[config.mk]
export PLATFORM = sky130hd
export DESIGN_NAME = sample_playhead_position_table_core
export DESIGN_NICKNAME = d
export VERILOG_FILES = /design/src/rtl/spptc_pkg.sv /design/src/rtl/spptc_table.sv /design/src/rtl/spptc_divstep.sv /design/src/rtl/sample_playhead_position_table_core.sv
export VERILOG_INCLUDE_DIRS = /design/src /design/src/rtl
export SDC_FILE = /design/constraint.sdc
export NUM_CORES = 2
export LEC_CHECK = 0
export BUFFER_PORTS_ARGS = -buffer_cell sky130_fd_sc_hd__buf_2
export CAP_MARGIN = 25
export CORE_ASPECT_RATIO = 1.25
export CORE_MARGIN = 4
export CORE_UTILIZATION = 35
export CTS_CLUSTER_SIZE = 10
export DETAILED_ROUTE_END_ITERATION = 6
export PLACE_DENSITY = 0.48
export SETUP_SLACK_MARGIN = 0.2
export SLEW_MARGIN = 30
export SYNTH_ARGS = -nofsm -noshare
export SYNTH_HDL_FRONTEND = slang
export SYNTH_HIERARCHICAL = 1
export SYNTH_SLANG_ARGS = --single-unit
[constraint.sdc]
create_clock -name clk -period 21.1 [get_ports clk]
set_input_delay 1.055 -clock clk [delete_from_list [all_inputs] [get_ports clk]]
set_output_delay 1.055 -clock clk [all_outputs]
set_load 0.1 [all_outputs]
[src/rtl/sample_playhead_position_table_core_assert.svh]
// Assertion macros shared by the playhead position table RTL.
`ifndef SAMPLE_PLAYHEAD_POSITION_TABLE_CORE_ASSERT_SVH
`define SAMPLE_PLAYHEAD_POSITION_TABLE_CORE_ASSERT_SVH

// Checks that the consequent holds in the same cycle as the antecedent.
`define SPPTC_ASSERT_IMP(label, ante, cons, msg) \
    label: assert property (@(posedge clk) disable iff (!rst_n) (ante) |-> (cons)) \
        else $error(msg);

// Checks that the consequent holds in the cycle after the antecedent.
`define SPPTC_ASSERT_NXT(label, ante, cons, msg) \
    label: assert property (@(posedge clk) disable iff (!rst_n) (ante) |=> (cons)) \
        else $error(msg);

`endif

[src/rtl/spptc_pkg.sv]
// Package with constants and codes for the playhead position table.
`timescale 1ns / 1ps

package spptc_pkg;

    localparam int ENTITY_COUNT  = 16;
    localparam int FRACTION_BITS = 16;

    localparam int ENTITY_W    = 8;
    localparam int TIME_W      = 64;
    localparam int DUR_W       = 32;
    localparam int MODE_W      = 2;
    localparam int POSITION_W  = 17;
    localparam int ENT_IDX_W   = (ENTITY_COUNT > 1) ? $clog2(ENTITY_COUNT) : 1;
    localparam int QUO_W       = FRACTION_BITS + 1;
    localparam int CNT_W       = $clog2(TIME_W);
    localparam int S_TDATA_W   = 112;
    localparam int M_TDATA_W   = 24;

    localparam logic ACTION_TRIGGER = 1'b0;
    localparam logic ACTION_QUERY   = 1'b1;

    localparam logic [MODE_W-1:0] MODE_FORWARD = 2'd0;
    localparam logic [MODE_W-1:0] MODE_REVERSE = 2'd1;
    localparam logic [MODE_W-1:0] MODE_LOOP    = 2'd2;
    localparam logic [MODE_W-1:0] MODE_PING    = 2'd3;

endpackage

[src/rtl/spptc_table.sv]
// Start time table with one write port and one read port, cleared at reset.
`timescale 1ns / 1ps

module spptc_table (
    input  logic                                 clk,
    input  logic                                 rst_n,
    input  logic                                 wr_en,
    input  logic [spptc_pkg::ENT_IDX_W-1:0]      wr_idx,
    input  logic [spptc_pkg::TIME_W-1:0]         wr_data,
    input  logic [spptc_pkg::ENT_IDX_W-1:0]      rd_idx,
    output logic [spptc_pkg::TIME_W-1:0]         rd_data
);

    logic [spptc_pkg::TIME_W-1:0] start_reg [spptc_pkg::ENTITY_COUNT];

    always_ff @(posedge clk or negedge rst_n)
    begin
        if (!rst_n)
        begin
            for (int i = 0; i < spptc_pkg::ENTITY_COUNT; i++)
            begin
                start_reg[i] <= '0;
            end
        end
        else if (wr_en)
        begin
            start_reg[wr_idx] <= wr_data;
        end
    end

    assign rd_data = start_reg[rd_idx];

endmodule

[src/rtl/spptc_divstep.sv]
// Shared compare and subtract step of the bit-serial divider.
`timescale 1ns / 1ps

module spptc_divstep (
    input  logic [spptc_pkg::DUR_W:0]    a,
    input  logic [spptc_pkg::DUR_W-1:0]  d,
    output logic                         ge,
    output logic [spptc_pkg::DUR_W-1:0]  res
);

    logic [spptc_pkg::DUR_W+1:0] diff;

    assign diff = {1'b0, a} - {2'b00, d};
    assign ge   = !diff[spptc_pkg::DUR_W+1];
    assign res  = ge ? diff[spptc_pkg::DUR_W-1:0] : a[spptc_pkg::DUR_W-1:0];

endmodule

[src/rtl/sample_playhead_position_table_core.sv]
// Top level of the playhead position table: handshakes, sequencer and result register.
`timescale 1ns / 1ps

// A trigger word with an in-range entity stores its time plus one for the voice as it is taken.
// A query word keeps the block busy through the setup steps (look, subtract and check)
// and a 64-step remainder pass. A fold step then folds the remainder for
// the reverse and ping-pong modes, and a FRACTION_BITS + 1 step fraction pass follows.
// Both passes go through the one shared compare and subtract unit. A final step loads
// the result register. Queries found inactive during setup skip straight to the final
// step. The final step waits while an earlier result is still held in the result
// register. The result register lets a new word be taken while a result waits.

module sample_playhead_position_table_core (
    input  logic                                clk,
    input  logic                                rst_n,
    input  logic                                s_tvalid,
    output logic                                s_tready,
    // entity[7:0], sample_time[71:8], duration[103:72], play_mode[105:104], zero fill
    input  logic [spptc_pkg::S_TDATA_W-1:0]     s_tdata,
    // action[0]
    input  logic                                s_tuser,
    output logic                                m_tvalid,
    input  logic                                m_tready,
    // position[16:0], zero fill
    output logic [spptc_pkg::M_TDATA_W-1:0]     m_tdata,
    // active[0]
    output logic                                m_tuser
);

    `include "sample_playhead_position_table_core_assert.svh"

    localparam logic [2:0] ST_IDLE = 3'd0;
    localparam logic [2:0] ST_LOOK = 3'd1;
    localparam logic [2:0] ST_SUB  = 3'd2;
    localparam logic [2:0] ST_CHK  = 3'd3;
    localparam logic [2:0] ST_DIV1 = 3'd4;
    localparam logic [2:0] ST_PREP = 3'd5;
    localparam logic [2:0] ST_DIV2 = 3'd6;
    localparam logic [2:0] ST_DONE = 3'd7;

    logic [2:0]                              state_reg, state_next;
    logic [spptc_pkg::ENTITY_W-1:0]          entity_reg, entity_next;
    logic [spptc_pkg::TIME_W-1:0]            now_reg, now_next;
    logic [spptc_pkg::DUR_W-1:0]             dur_reg, dur_next;
    logic [spptc_pkg::MODE_W-1:0]            mode_reg, mode_next;
    logic [spptc_pkg::TIME_W-1:0]            start_reg, start_next;
    logic [spptc_pkg::TIME_W-1:0]            elapsed_reg, elapsed_next;
    logic [spptc_pkg::DUR_W-1:0]             rem_reg, rem_next;
    logic [spptc_pkg::QUO_W-1:0]             quo_reg, quo_next;
    logic [spptc_pkg::CNT_W-1:0]             cnt_reg, cnt_next;
    logic                                    active_reg, active_next;
    logic                                    odd_reg, odd_next;
    logic                                    out_valid_reg, out_valid_next;
    logic                                    out_active_reg, out_active_next;
    logic [spptc_pkg::POSITION_W-1:0]        out_pos_reg, out_pos_next;

    logic                                    in_accept;
    logic                                    in_range_s;
    logic                                    in_range_q;
    logic                                    tbl_wr_en;
    logic [spptc_pkg::TIME_W-1:0]            tbl_rd_data;
    logic [spptc_pkg::TIME_W:0]              sub_diff;
    logic [spptc_pkg::DUR_W:0]               div_a;
    logic                                    div_ge;
    logic [spptc_pkg::DUR_W-1:0]             div_res;
    logic                                    back_half;

    assign s_tready   = (state_reg == ST_IDLE);
    assign in_accept  = s_tvalid && s_tready;
    assign in_range_s = ({1'b0, s_tdata[7:0]} < 9'(spptc_pkg::ENTITY_COUNT));
    assign in_range_q = ({1'b0, entity_reg} < 9'(spptc_pkg::ENTITY_COUNT));
    assign tbl_wr_en  = in_accept && (s_tuser == spptc_pkg::ACTION_TRIGGER) && in_range_s;

    spptc_table u_table (
        .clk     (clk),
        .rst_n   (rst_n),
        .wr_en   (tbl_wr_en),
        .wr_idx  (s_tdata[spptc_pkg::ENT_IDX_W-1:0]),
        .wr_data (s_tdata[71:8] + 64'd1),
        .rd_idx  (entity_reg[spptc_pkg::ENT_IDX_W-1:0]),
        .rd_data (tbl_rd_data)
    );

    assign sub_diff = {1'b0, now_reg} - {1'b0, start_reg};

    always_comb
    begin
        if (state_reg == ST_DIV1)
        begin
            div_a = {rem_reg, elapsed_reg[spptc_pkg::TIME_W-1]};
        end
        else if (cnt_reg == '0)
        begin
            div_a = {1'b0, rem_reg};
        end
        else
        begin
            div_a = {rem_reg, 1'b0};
        end
    end

    spptc_divstep u_divstep (
        .a   (div_a),
        .d   (dur_reg),
        .ge  (div_ge),
        .res (div_res)
    );

    assign back_half = (mode_reg == spptc_pkg::MODE_REVERSE) ||
                       ((mode_reg == spptc_pkg::MODE_PING) && odd_reg);

    always_comb
    begin
        state_next      = state_reg;
        entity_next     = entity_reg;
        now_next        = now_reg;
        dur_next        = dur_reg;
        mode_next       = mode_reg;
        start_next      = start_reg;
        elapsed_next    = elapsed_reg;
        rem_next        = rem_reg;
        quo_next        = quo_reg;
        cnt_next        = cnt_reg;
        active_next     = active_reg;
        odd_next        = odd_reg;
        out_valid_next  = out_valid_reg && !m_tready;
        out_active_next = out_active_reg;
        out_pos_next    = out_pos_reg;

        case (state_reg)
            ST_IDLE:
            begin
                if (in_accept && (s_tuser == spptc_pkg::ACTION_QUERY))
                begin
                    entity_next = s_tdata[7:0];
                    now_next    = s_tdata[71:8];
                    dur_next    = s_tdata[103:72];
                    mode_next   = s_tdata[105:104];
                    state_next  = ST_LOOK;
                end
            end
            ST_LOOK:
            begin
                if (!in_range_q || (dur_reg == '0) || (tbl_rd_data == '0))
                begin
                    active_next = 1'b0;
                    state_next  = ST_DONE;
                end
                else
                begin
                    start_next = tbl_rd_data - 64'd1;
                    state_next = ST_SUB;
                end
            end
            ST_SUB:
            begin
                if (sub_diff[spptc_pkg::TIME_W])
                begin
                    active_next = 1'b0;
                    state_next  = ST_DONE;
                end
                else
                begin
                    elapsed_next = sub_diff[spptc_pkg::TIME_W-1:0];
                    state_next   = ST_CHK;
                end
            end
            ST_CHK:
            begin
                if (((mode_reg == spptc_pkg::MODE_FORWARD) ||
                     (mode_reg == spptc_pkg::MODE_REVERSE)) &&
                    ((elapsed_reg[63:32] != '0) || (elapsed_reg[31:0] >= dur_reg)))
                begin
                    active_next = 1'b0;
                    state_next  = ST_DONE;
                end
                else
                begin
                    rem_next   = '0;
                    cnt_next   = '0;
                    state_next = ST_DIV1;
                end
            end
            ST_DIV1:
            begin
                rem_next     = div_res;
                elapsed_next = {elapsed_reg[spptc_pkg::TIME_W-2:0], 1'b0};
                cnt_next     = cnt_reg + 1'b1;
                if (cnt_reg == spptc_pkg::CNT_W'(spptc_pkg::TIME_W - 1))
                begin
                    odd_next   = div_ge;
                    state_next = ST_PREP;
                end
            end
            ST_PREP:
            begin
                rem_next   = back_half ? (dur_reg - rem_reg) : rem_reg;
                cnt_next   = '0;
                state_next = ST_DIV2;
            end
            ST_DIV2:
            begin
                rem_next = div_res;
                quo_next = {quo_reg[spptc_pkg::QUO_W-2:0], div_ge};
                cnt_next = cnt_reg + 1'b1;
                if (cnt_reg == spptc_pkg::CNT_W'(spptc_pkg::FRACTION_BITS))
                begin
                    active_next = 1'b1;
                    state_next  = ST_DONE;
                end
            end
            ST_DONE:
            begin
                if (!out_valid_reg || m_tready)
                begin
                    out_valid_next  = 1'b1;
                    out_active_next = active_reg;
                    out_pos_next    = active_reg ? spptc_pkg::POSITION_W'(quo_reg) : '0;
                    state_next      = ST_IDLE;
                end
            end
            default:
            begin
                state_next = ST_IDLE;
            end
        endcase
    end

    always_ff @(posedge clk or negedge rst_n)
    begin
        if (!rst_n)
        begin
            state_reg     <= ST_IDLE;
            out_valid_reg <= 1'b0;
            cnt_reg       <= '0;
            active_reg    <= 1'b0;
        end
        else
        begin
            state_reg     <= state_next;
            out_valid_reg <= out_valid_next;
            cnt_reg       <= cnt_next;
            active_reg    <= active_next;
        end
    end

    always_ff @(posedge clk)
    begin
        entity_reg     <= entity_next;
        now_reg        <= now_next;
        dur_reg        <= dur_next;
        mode_reg       <= mode_next;
        start_reg      <= start_next;
        elapsed_reg    <= elapsed_next;
        rem_reg        <= rem_next;
        quo_reg        <= quo_next;
        odd_reg        <= odd_next;
        out_active_reg <= out_active_next;
        out_pos_reg    <= out_pos_next;
    end

    assign m_tvalid = out_valid_reg;
    assign m_tuser  = out_active_reg;
    assign m_tdata  = {{(spptc_pkg::M_TDATA_W - spptc_pkg::POSITION_W){1'b0}}, out_pos_reg};

    `SPPTC_ASSERT_IMP(a_inactive_zero_pos, m_tvalid && !m_tuser, m_tdata == '0, "Inactive word with nonzero position.")
    `SPPTC_ASSERT_NXT(a_query_blocks_input, s_tvalid && s_tready && (s_tuser == spptc_pkg::ACTION_QUERY), !s_tready, "Input taken while a query is in progress.")
    `SPPTC_ASSERT_IMP(a_result_from_done, $rose(m_tvalid), $past(state_reg) == ST_DONE, "Result word raised outside the final step.")

endmodule
==> results.tsv <==
metric	value	unit
cp-start-kind	flop	
critPathArrivalTime	7080	ps
place_congestion	0.868	
hp-class	in -> async	
synth_xor_area_share	2.90	%
mostFrequentLayoutCell	dfrtp_1	
synth_top_area_share	38.0	%
setup_violations	0	
yosys.cell_types.count	103	
dpl.hpwl	120	mm
synth-simple-area-share	5.74	%
fp.dieArea	202000	µm²
final-hold-violation-count	0	
antenna_left	0	
drc	0	
synth-edff-count	302	
layout_common_cells	1035 x dfrtp_1, 917 x mux2_2, 302 x edfxtp_1	
wl	195	mm
fmax	0.150	GHz
synth.cell_area	68200	µm²
grt_max_degree	168	
vias	42200	
synthAdderAreaFrac	3.08	%
cts_num_sinks	1337	
synth.area.top_cells	dfrtp_1 38%, mux2_2 15%, edfxtp_1 13%, mux4_2 8.5%, ha_1 3.0%	
final_area	76400	µm²
grt_pass1_wl	294	mm
avgSynthCellArea	13.4	µm²
period_needed	6680	ps
largest_register_ffs	1024	
cts_resized	0	
track_usage	19.3	%
final_nets	5461	
finalMaxSlewViolations	0	
grt_util_met2	32.5	%
core.rowCount	180	
cts_hold_buf	0	
cts_inserted_buffers	157	
tns	0	ps
r2r_slack	14420	ps
clk-insertion-delay-late	790	ps
end_kind	flop	
timing.rr.start	entity_reg[0]$_DFFE_PP_	
irDropWorstVdd	0.0878	mV
fillers	18100	
synth_top_family_by_area	multiplexers	
met3_usage	3.38	%
powerDensity	92.8	nW/µm²
clock_path_buffers	3	
yosysTopAreaCell	dfrtp_1	
leakagePower	35.0	nW
synth_compound_area_share	7.12	%
cts_tree	yes	
muxShareOfSynthArea	26.3	%
busiest_layer	met2	
ys_ff_latch	1337	
finalClockSkew	30.1	ps
cts_root_buffer	clkbuf_16	
utilization	39.6	%
num_io_pins	144	
dr.first_iter.drc_count	2698	
synthCells	5104	
slew_headroom	31.3	%
cp.required	21490	ps
first_global_vias	45100	
worst_slew_pin_slew	1030	ps
dr.pass1.iters	5	
ys.flop_type	dfrtp_1	
die_h	501	µm
placed_area	71600	µm²
rsz0062_at_grt	false	
rr_worst_depth	17	
reg2reg_to	start_reg[7]$_DFFE_PP_	
drive_gt1_share	34.1	%
crit_fanout	95	
htreeDepth	4	
yosysWarnings	6	
clk_pin_slew	50	ps
worstSetupPathType	reg -> reg	
synthToLayoutAreaGrowth	12.1	%
die_w	403	µm
yosysSeqAreaShare	51.3	%
status	completed	
grt_use_met1	25.6	%
routedWlPerCell	25.0	µm
antenna_found_initial	41	
multi_input_area	31200	µm²
synthArstFlopShare	77.4	%
maxCapViolCount	0	
ff_latch_area	35000	µm²
design.core.area	193000	µm²
portBuffers	130	
post-route-period-util	31.7	%
grt-ovfl-total	0	
routed_via_density	5.40	
initial_utilization	35.3	%
postCtsSetupBuffers	0	
## report_power, final
part,switching [mW],internal [mW],leakage (nW)
Sequential,0.0729,2.83,17.3
Combinational,1.06,0.625,15.5
Clock,1.07,1.43,2.22
Total,2.20,4.89,35.0
## worst max-delay path, stage by stage (launching register included)
cell and delay [ps]:
edfxtp_1 440, buf_12 590, buf_4 810, mux4_2 600, a22oi_1 200, nand2_1 160, nor2_1 200, nand2_1 110
nor3_1 220, nand2b_1 120, or3_1 580, nor3_2 360, nand3_1 130, buf_4 220, nor2_2 270, a31oi_1 280
nor4b_2 260, buf_4 390
## layout make-up
cell class	count	share of cell area (%)
Clock buffer	203	5.64
Tap cell	2548	4.17
Multi-Input combinational cell	3232	40.9
Antenna cell	24	0.0786
Clock inverter	19	0.305
Timing Repair Buffer	236	2.10
Inverter	214	1.06
Sequential cell	1337	45.8
## through the flow
step / worst slack [ps] / std cells / hold slack, ps / power, mW
6_report: 14420 / 7813 / 130 / 7.09
4_1_cts: 14280 / 7786 / 283 / 7.19
2_1_floorplan: 11070 / 5110 / 417 / 4.19
5_1_grt: 13950 / 7790 / 99.1 / 7.46
3_5_place_dp: 14300 / 7564 / 435 / 4.64
3_3_place_gp: 14310 / 7563 / 429 / 4.62
## Yosys cell counts (7+ instances only)
cell type,n
buf_2,106
nand2_1,279
o211ai_1,15
xnor2_1,118
o31ai_1,16
nor2b_1,17
mux2_1,58
a21oi_1,178
o21bai_1,25
a21o_1,78
xor2_1,108
o21ai_0,140
a31oi_1,22
and2_1,22
a22oi_1,128
inv_1,212
o21ai_1,8
ha_1,163
o21a_1,21
buf_6,29
nand4_1,44
nor3_1,37
buf_4,8
and3_1,26
nor2_1,169
nand3_1,65
buf_1,17
mux2_2,917
nor2_2,7
dfrtp_1,1035
nor4_1,29
clkbuf_1,165
a211oi_1,13
edfxtp_1,302
mux2_4,74
mux4_2,256
or3_1,25
nand2b_1,20
## cells by family after synthesis
| kind of cell | Yosys count |
|---|---|
| AO/OA/AOI/OAI | 731 |
| XOR/XNOR | 226 |
| adder cells (fa/ha/maj) | 166 |
| buffers and inverters | 541 |
| flip-flops | 1337 |
| multiplexers | 1309 |
| other | 1 |
| AND/OR/NAND/NOR | 793 |
## worst max-delay path by stage
stage                     cells after the start                     from                endpoint
after floorplan                              15  entity_reg[1]$_DFFE_PP_  start_reg[0]$_DFFE_PP_
after CTS                                    17  entity_reg[0]$_DFFE_PP_  start_reg[7]$_DFFE_PP_
after global placement                       17  entity_reg[0]$_DFFE_PP_  start_reg[0]$_DFFE_PP_
final                                        17  entity_reg[0]$_DFFE_PP_  start_reg[7]$_DFFE_PP_
after detailed placement                     17  entity_reg[0]$_DFFE_PP_  start_reg[1]$_DFFE_PP_
after global routing                         17  entity_reg[0]$_DFFE_PP_  start_reg[7]$_DFFE_PP_
## metal layers
metal	vias up	share of wire, %
met2	786	48
met3	279	4.7
met1	22200	44
met5	-	0.084
li1	19000	-
met4	26	2.6
No activity file was read; power rests on OpenSTA's default activity.
